[src/design/ffsa_pkg.sv]
package ffsa_pkg;

	// Widths fixed by the request and result fields
	localparam int unsigned LEN_W   = 5;
	localparam int unsigned START_W = 4;
	localparam int unsigned CAP_W   = 5;
	localparam int unsigned OCC_W   = 16;
	// Start indexes are 4 bits wide, so no run may be placed above slot 15
	localparam int unsigned MAX_SCAN = 16;

	localparam logic KIND_ALLOC = 1'b0;
	localparam logic KIND_FREE  = 1'b1;

	typedef enum logic [2:0] {
		ST_IDLE,
		ST_ALLOC_SCAN,
		ST_ALLOC_FILL,
		ST_FREE_SCAN,
		ST_FREE_DRAIN,
		ST_DONE
	} state_t;

	typedef struct packed {
		logic               kind;
		logic [LEN_W-1:0]   run_length;
		logic [START_W-1:0] run_start;
		logic [CAP_W-1:0]   cap;
	} eng_req_t;

	typedef struct packed {
		logic               busy;
		logic               res_valid;
		logic               alloc;
		logic               success;
		logic [START_W-1:0] granted_start;
		logic [OCC_W-1:0]   occupancy;
	} eng_stat_t;

endpackage

[src/design/ffsa_ram.sv]
module ffsa_ram #(
	parameter int unsigned WIDTH = 4,
	parameter int unsigned DEPTH = 16
) (
	input  logic                     clk,
	input  logic                     we,
	input  logic [$clog2(DEPTH)-1:0] waddr,
	input  logic [WIDTH-1:0]         wdata,
	input  logic                     re,
	input  logic [$clog2(DEPTH)-1:0] raddr,
	output logic [WIDTH-1:0]         rdata
);

	logic [WIDTH-1:0] mem [DEPTH];

	always_ff @(posedge clk) begin
		if (we) begin
			mem[waddr] <= wdata;
		end
		if (re) begin
			rdata <= mem[raddr];
		end
	end

endmodule

[src/design/ffsa_engine.sv]
module ffsa_engine
	import ffsa_pkg::*;
#(
	parameter int unsigned SLOTS = 16
) (
	input  logic      clk,
	input  logic      arst_n,
	input  logic      start,
	input  eng_req_t  req,
	input  logic      res_ready,
	output eng_stat_t stat
);

	localparam int unsigned IW = $clog2(SLOTS);

	state_t state_q, state_nx;

	logic [SLOTS-1:0]   used_q;
	logic [CAP_W-1:0]   cnt_q;
	logic [LEN_W-1:0]   run_q;
	logic [CAP_W-1:0]   end_q;
	logic [START_W-1:0] found_q;
	logic [START_W-1:0] own_q;
	logic [LEN_W-1:0]   len_q;
	logic [CAP_W-1:0]   cap_q;
	logic               kind_q;
	logic               ok_q;
	logic               rd_v_s1;
	logic [IW-1:0]      rd_idx_s1;

	logic [IW-1:0]      idx;
	logic               used_at;
	logic [LEN_W-1:0]   run_nx;
	logic               hit;
	logic               last;
	logic [CAP_W-1:0]   hit_start;
	logic               req_bad;
	logic               ram_we;
	logic               ram_re;
	logic [START_W-1:0] ram_rdata;
	logic [OCC_W-1:0]   occ;

	assign idx       = IW'(cnt_q);
	assign used_at   = used_q[idx];
	assign run_nx    = used_at ? '0 : run_q + LEN_W'(1);
	assign hit       = (run_nx == len_q);
	assign last      = (cnt_q == cap_q - CAP_W'(1));
	assign hit_start = cnt_q + CAP_W'(1) - CAP_W'(len_q);
	assign req_bad   = (req.run_length == '0) || (CAP_W'(req.run_length) > req.cap);

	// Owner table: one entry per slot, written on fill, read on free
	ffsa_ram #(
		.WIDTH(START_W),
		.DEPTH(SLOTS)
	) u_owner_ram (
		.clk  (clk),
		.we   (ram_we),
		.waddr(idx),
		.wdata(found_q),
		.re   (ram_re),
		.raddr(idx),
		.rdata(ram_rdata)
	);

	always_comb begin
		state_nx = state_q;
		unique case (state_q)
			ST_IDLE: begin
				if (start) begin
					if (req.kind == KIND_FREE) begin
						state_nx = (req.cap == '0) ? ST_DONE : ST_FREE_SCAN;
					end else begin
						state_nx = req_bad ? ST_DONE : ST_ALLOC_SCAN;
					end
				end
			end
			ST_ALLOC_SCAN: begin
				if (hit) begin
					state_nx = ST_ALLOC_FILL;
				end else if (last) begin
					state_nx = ST_DONE;
				end
			end
			ST_ALLOC_FILL: begin
				if (cnt_q == end_q) begin
					state_nx = ST_DONE;
				end
			end
			ST_FREE_SCAN: begin
				if (last) begin
					state_nx = ST_FREE_DRAIN;
				end
			end
			ST_FREE_DRAIN: state_nx = ST_DONE;
			ST_DONE: begin
				if (res_ready) begin
					state_nx = ST_IDLE;
				end
			end
			default: state_nx = ST_IDLE;
		endcase
	end

	always_comb begin
		ram_we = 1'b0;
		ram_re = 1'b0;
		unique case (state_q)
			ST_ALLOC_FILL: ram_we = 1'b1;
			ST_FREE_SCAN:  ram_re = 1'b1;
			ST_IDLE, ST_ALLOC_SCAN, ST_FREE_DRAIN, ST_DONE: begin
				ram_we = 1'b0;
			end
			default: ram_re = 1'b0;
		endcase
	end

	for (genvar i = 0; i < OCC_W; i++) begin : g_occ
		if (i < SLOTS) begin : g_on
			assign occ[i] = used_q[i];
		end else begin : g_off
			assign occ[i] = 1'b0;
		end
	end

	assign stat.busy          = (state_q != ST_IDLE);
	assign stat.res_valid     = (state_q == ST_DONE);
	assign stat.alloc         = (kind_q == KIND_ALLOC);
	assign stat.success       = ok_q;
	assign stat.granted_start = (ok_q && kind_q == KIND_ALLOC) ? found_q : '0;
	assign stat.occupancy     = occ;

	always_ff @(posedge clk or negedge arst_n) begin
		if (!arst_n) begin
			state_q <= ST_IDLE;
			used_q  <= '0;
			rd_v_s1 <= 1'b0;
			ok_q    <= 1'b0;
			kind_q  <= KIND_ALLOC;
		end else begin
			state_q <= state_nx;
			rd_v_s1 <= (state_q == ST_FREE_SCAN);
			if (state_q == ST_IDLE && start) begin
				kind_q <= req.kind;
				ok_q   <= (req.kind == KIND_FREE);
			end
			if (state_q == ST_ALLOC_FILL) begin
				used_q[idx] <= 1'b1;
				if (cnt_q == end_q) begin
					ok_q <= 1'b1;
				end
			end
			// Owner read data is registered and arrives in the cycle after issue; drop matching slots
			if (rd_v_s1 && ram_rdata == own_q) begin
				used_q[rd_idx_s1] <= 1'b0;
			end
		end
	end

	always_ff @(posedge clk) begin
		rd_idx_s1 <= idx;
		unique case (state_q)
			ST_IDLE: begin
				cnt_q   <= '0;
				run_q   <= '0;
				found_q <= '0;
				len_q   <= req.run_length;
				own_q   <= req.run_start;
				cap_q   <= req.cap;
			end
			ST_ALLOC_SCAN: begin
				run_q <= run_nx;
				if (hit) begin
					found_q <= START_W'(hit_start);
					end_q   <= cnt_q;
					cnt_q   <= hit_start;
				end else begin
					cnt_q <= cnt_q + CAP_W'(1);
				end
			end
			ST_ALLOC_FILL, ST_FREE_SCAN: cnt_q <= cnt_q + CAP_W'(1);
			ST_FREE_DRAIN, ST_DONE: run_q <= run_q;
			default: cnt_q <= cnt_q;
		endcase
	end

endmodule

[src/design/first_fit_slot_allocator.sv]
// Channel   Direction  Ports                          Payload
// s_axis    in         s_axis_tvalid/tready/tdata/tuser  tuser: kind; tdata: run_length, run_start
// m_axis    out        m_axis_tvalid/tready/tdata     success, granted_start, occupancy
// cfg       in         cfg_we/cfg_wdata               capacity
//
// One request at a time. A free makes one owner read per slot through the owner RAM
// port, then waits for the registered read data; an allocate makes a slot-by-slot
// scan, then one owner write per granted slot. cap is min(capacity, SLOTS, 16);
// rejected requests go straight to the result state.
// Reset clears the occupancy flops at once; the owner RAM needs no clearing pass.
// A stalled result sits in the output register while the next request is taken.
module first_fit_slot_allocator
	import ffsa_pkg::*;
#(
	parameter int unsigned SLOTS = 16
) (
	input  logic              clk,
	input  logic              arst_n,
	input  logic              s_axis_tvalid,
	output logic              s_axis_tready,
	input  logic [15:0]       s_axis_tdata,  // [4:0] run_length, [8:5] run_start
	input  logic              s_axis_tuser,  // [0] kind
	output logic              m_axis_tvalid,
	input  logic              m_axis_tready,
	output logic [23:0]       m_axis_tdata,  // [0] success, [4:1] granted_start,
	                                         // [20:5] occupancy
	input  logic              cfg_we,
	input  logic [CAP_W-1:0]  cfg_wdata      // capacity
);

	// Scan limit: built slot count, clipped so starts stay 4 bits wide
	localparam int unsigned SCAN_LIM = (SLOTS < MAX_SCAN) ? SLOTS : MAX_SCAN;
	localparam logic [CAP_W-1:0] CAP_RESET = CAP_W'(10);

	logic [CAP_W-1:0] capacity_q;
	logic [CAP_W-1:0] cap_eff;
	eng_req_t         req;
	eng_stat_t        stat;
	logic             start;
	logic             res_ready;
	logic             out_valid_q;
	logic [23:0]      out_data_q;

	// Hold capacity; the user must write it only while the engine is idle (not enforced here)
	always_ff @(posedge clk or negedge arst_n) begin
		if (!arst_n) begin
			capacity_q <= CAP_RESET;
		end else if (cfg_we) begin
			capacity_q <= cfg_wdata;
		end
	end

	assign cap_eff = (capacity_q > CAP_W'(SCAN_LIM)) ? CAP_W'(SCAN_LIM) : capacity_q;

	// Accept a request whenever the engine has finished the previous one
	assign s_axis_tready  = !stat.busy;
	assign start          = s_axis_tvalid && s_axis_tready;
	assign req.kind       = s_axis_tuser;
	assign req.run_length = s_axis_tdata[4:0];
	assign req.run_start  = s_axis_tdata[8:5];
	assign req.cap        = cap_eff;

	ffsa_engine #(
		.SLOTS(SLOTS)
	) u_engine (
		.clk      (clk),
		.arst_n   (arst_n),
		.start    (start),
		.req      (req),
		.res_ready(res_ready),
		.stat     (stat)
	);

	// Output register: advance when empty or when the consumer takes the held result
	assign res_ready = !out_valid_q || m_axis_tready;

	always_ff @(posedge clk or negedge arst_n) begin
		if (!arst_n) begin
			out_valid_q <= 1'b0;
		end else if (res_ready) begin
			out_valid_q <= stat.res_valid;
		end
	end

	always_ff @(posedge clk) begin
		if (res_ready && stat.res_valid) begin
			out_data_q <= {3'b000, stat.occupancy, stat.granted_start, stat.success};
		end
	end

	assign m_axis_tvalid = out_valid_q;
	assign m_axis_tdata  = out_data_q;

	// A granted run always shows its first slot as occupied
	a_grant_marked: assert property (@(posedge clk) disable iff (!arst_n)
		stat.res_valid && stat.alloc && stat.success |->
			stat.occupancy[stat.granted_start])
		else $error("granted run start not marked occupied");

	// A failed allocate reports start zero
	a_fail_zero: assert property (@(posedge clk) disable iff (!arst_n)
		stat.res_valid && !stat.success |-> stat.granted_start == '0)
		else $error("failed request reports nonzero start");

	// Occupancy moves only while a request is in work
	a_occ_quiet: assert property (@(posedge clk) disable iff (!arst_n)
		!stat.busy |=> $stable(stat.occupancy))
		else $error("occupancy changed while engine idle");

	// No new request enters while a result is still unposted by the engine
	a_no_overlap: assert property (@(posedge clk) disable iff (!arst_n)
		stat.res_valid && !res_ready |=> !s_axis_tready)
		else $error("request accepted while result pending in engine");

endmodule
[config.mk]
export PLATFORM = sky130hd
export DESIGN_NAME = first_fit_slot_allocator
export DESIGN_NICKNAME = d
export VERILOG_FILES = /design/src/design/ffsa_pkg.sv /design/src/design/ffsa_ram.sv /design/src/design/ffsa_engine.sv /design/src/design/first_fit_slot_allocator.sv
export SDC_FILE = /design/constraint.sdc
export NUM_CORES = 1
export LEC_CHECK = 0
export BUFFER_PORTS_ARGS = -buffer_cell sky130_fd_sc_hd__buf_2
export CORE_ASPECT_RATIO = 1.4
export CORE_MARGIN = 4
export CORE_UTILIZATION = 40
export CTS_BUF_LIST = sky130_fd_sc_hd__clkbuf_4 sky130_fd_sc_hd__clkbuf_8 sky130_fd_sc_hd__clkbuf_16
export CTS_CLUSTER_SIZE = 16
export DETAILED_ROUTE_END_ITERATION = 10
export SYNTH_ARGS = -nofsm -noshare
export SYNTH_HDL_FRONTEND = slang
export SYNTH_SLANG_ARGS = --single-unit
[constraint.sdc]
create_clock -name clk -period 9.38 [get_ports clk]
set_clock_uncertainty 0.1 [all_clocks]
set_input_delay 1.407 -clock clk [delete_from_list [all_inputs] [get_ports clk]]
set_output_delay 1.407 -clock clk [all_outputs]
set_load 0.01 [all_outputs]
==> flow_summary.ini <==
[outcome]
outcome = finished clean

[drt]
drt_pass1_iterations = 6
finalWirelength_um = 13900
num_vias = 3924
drc_errors = 0
wl_per_cell_um = 19.1
vias_per_cell = 5.41
drtIter0Drc = 257
ant_nets = 0

[grt]
grt.overflow.total = 0
grt_pass1_vias = 4086
antenna_found_initial = 0
track_usage_pct = 15.3
grt_pass1_wl_um = 22300
grt_start_max_net_pins = 29

[floorplan]
start_util_pct = 40.6
boundaryPins = 53
rows = 56
dieArea_mm2 = 0.0191
die_w_um = 118
chipHeight_um = 162
core_mm2 = 0.0167

[critical_path]
cp_cell_sequence = mux4_2, mux2i_1, mux2_4, a2111o_1, a22o_1, a21boi_0
arrival_ps = 3540
cp_top_family = compound AO/OA/AOI/OAI gates
crit_slowest_cell = edfxtp_1
critPathCaptureType = flop
cp_num_buf_inv = 0
worstPathRequired_ps = 9330
crit_type = reg2reg
worstPathMaxFanout = 21
startpoint_type = flop
cp_slowest_stage_delay_ps = 980

[final_layout]
diodes = 0
drive_gt1_share_pct = 21.6
finalNetCount = 552
areaGrowthSynthToFinish_pct = 14.8
final_common_cell = edfxtp_1
final_cell_mix = edfxtp_1 (122), nor2_1 (48), buf_2 (42), inv_1 (26), dfrtp_1 (26)

[sta]
max_slew_margin_pct = 24.0
whs_ps = 382
hold_viol = 0
tightest_slew_ps = 1140
rsz0062_at_grt = false
report.final.slew_viol_count = 0
post-route-min-period_ps = 3590
setup_viol = 0
setup_ws_ps = 5790
timing.final.crit_share_pct = 38.2
fmax_mhz = 279
tns_ps = 0

[pwr]
total_leakage_power_uw = 0.00292
power_uw = 2510
p_per_area_mw_per_mm2 = 323
ir_worst_vdd_uv = 186

[synthesis]
syn_area_per_cell_um2 = 14.6
synthFlopType = edfxtp_1
async_flop_share_pct = 18.2
synthesis.area_mm2 = 0.00677
ys_types = 56
synth-edff-count = 122
yosysSeqAreaShare_pct = 65.7
netlist_instances = 463
ys_seq_elements = 154
ys_warn_count = 0

[cts]
cts_made_buffers = 17
ctsHtreeMaxLevel = 4
path_clk_slew_ps = 60
ctsHoldBuffers = 0
cts_post_setup_buffers_inserted = 0
cts_tree = built
cts_resized = 0
clk_latency_ps = 420
clkSinkCount = 154
cts_max_path_buffers = 2
cts_root_buf = clkbuf_16

[placement]
place_congestion = 0.855
dp_slack_ps = 5800
hpwl_um = 9920
port_buffers = 42

[run]
cap_viol_max_count = 0

[hold_path]
hold_class = reg2reg
final timing paths:
kind / from / end / slack (ps) / cells past startpoint
setup / recovery: u_engine.cnt_q[3]$_DFFE_PP_ / u_engine.found_q[0]$_SDFFCE_PN0P_ / 5790 / 6
setup reg to reg: u_engine.cnt_q[3]$_DFFE_PP_ / u_engine.found_q[0]$_SDFFCE_PN0P_ / 5790 / 6
hold reg to reg: u_engine.occ[11]$_DFF_PN0_ / m_axis_tdata[16]$_DFFE_PP_ / 380 / 0
hold / removal: u_engine.occ[11]$_DFF_PN0_ / m_axis_tdata[16]$_DFFE_PP_ / 380 / 0
min in group asynchronous: arst_n / capacity_q[0]$_DFFE_PN0P_ / 950 / 1
max in group asynchronous: arst_n / u_engine.occ[1]$_DFF_PN0_ / 7730 / 1
layout make-up:
class | instances | area [um^2]
clock buffers | 20 | 448
well taps | 203 | 254
fillers | 1484 | 8910
repair buffers | 46 | 240
inverters | 26 | 97.6
multi-input cells | 264 | 2130
clock inverters | 12 | 148
flip-flops and latches | 154 | 4450
routing by layer:
layer	global-route usage [%]	routed length [um]
met1	17.9	5350
met2	27.5	7590
met3	3.73	700
met4	5.33	223
met5	0	0
through the flow:
stage / instances / instance area [um^2] / utilization, %
after floorplan: 465 / 6770 / -
after global placement: 693 / 7170 / 43.0
after detailed placement: 693 / 7170 / 43.0
after CTS: 725 / 7770 / 46.6
after global routing: 725 / 7770 / 46.6
final: 725 / 7770 / 46.6
cell families (layout without fill, tap and decap cells):
logic type / count (synthesis) / after routing / synth area share, %
other cells: 1 / 3 / 0.0554
buf+inv: 47 / 104 / 2.98
simple gates: 121 / 121 / 8.43
fa+ha+maj: 16 / 16 / 3.07
flops: 154 / 154 / 65.7
compound gates: 65 / 65 / 6.79
mux: 35 / 35 / 9.84
xor+xnor: 24 / 24 / 3.11
power by group:
part	switching (uW)	total [uW]	internal [uW]	leakage, uW
sequential	183	1140	955	0.00153
combinational	370	686	317	0.00110
clock	259	685	426	0.000296
total	813	2510	1700	0.00292
sequential cells by signal (all words and copies together) (netlist names), 3 cells and up:
| name | cells |
|---|---|
| capacity_q | 5 |
| u_engine.run_q | 5 |
| u_engine.end_q | 5 |
| u_engine.len_q | 5 |
| u_engine.cap_q | 5 |
| u_engine.occ | 16 |
| u_engine.found_q | 4 |
| u_engine.u_owner_ram.rdata | 4 |
| u_engine.rd_idx_s1 | 4 |
| u_engine.state_q | 3 |
| m_axis_tdata | 21 |
| u_engine.cnt_q | 5 |
| u_engine.u_owner_ram.mem | 64 |
| u_engine.own_q | 4 |
synth_stat cells, types with 3 or more instances:
cell type / count / share of area, %
edfxtp_1: 122 / 54
nor2_1: 48 / 2.7
dfrtp_1: 26 / 9.6
inv_1: 26 / 1.4
mux4_2: 23 / 7.7
nand2_1: 20 / 1.1
a21oi_1: 18 / 1.3
xor2_1: 17 / 2.2
ha_1: 15 / 2.8
clkbuf_1: 12 / 0.67
nor3_1: 12 / 0.89
o21ai_0: 12 / 0.89
nand3_1: 11 / 0.81
xnor2_1: 7 / 0.91
a31oi_1: 5 / 0.46
and2_1: 5 / 0.46
mux2_2: 5 / 0.83
mux2i_1: 5 / 0.74
nor2b_1: 5 / 0.46
buf_4: 4 / 0.44
dfxtp_1: 4 / 1.2
nand2b_1: 4 / 0.37
o32a_1: 4 / 0.59
a211o_1: 3 / 0.39
a21o_1: 3 / 0.33
and3_1: 3 / 0.28
nand3b_1: 3 / 0.33
nor3b_1: 3 / 0.33
o22ai_1: 3 / 0.28
worst register-to-register path, delay by kind of cell, from the launching register on:
kind               cells  cell delay, ps
AOI/OAI and AO/OA      3            1370
DFF                    1             980
muxes                  3             780
Note: power is estimated with default switching activity, not from simulation.
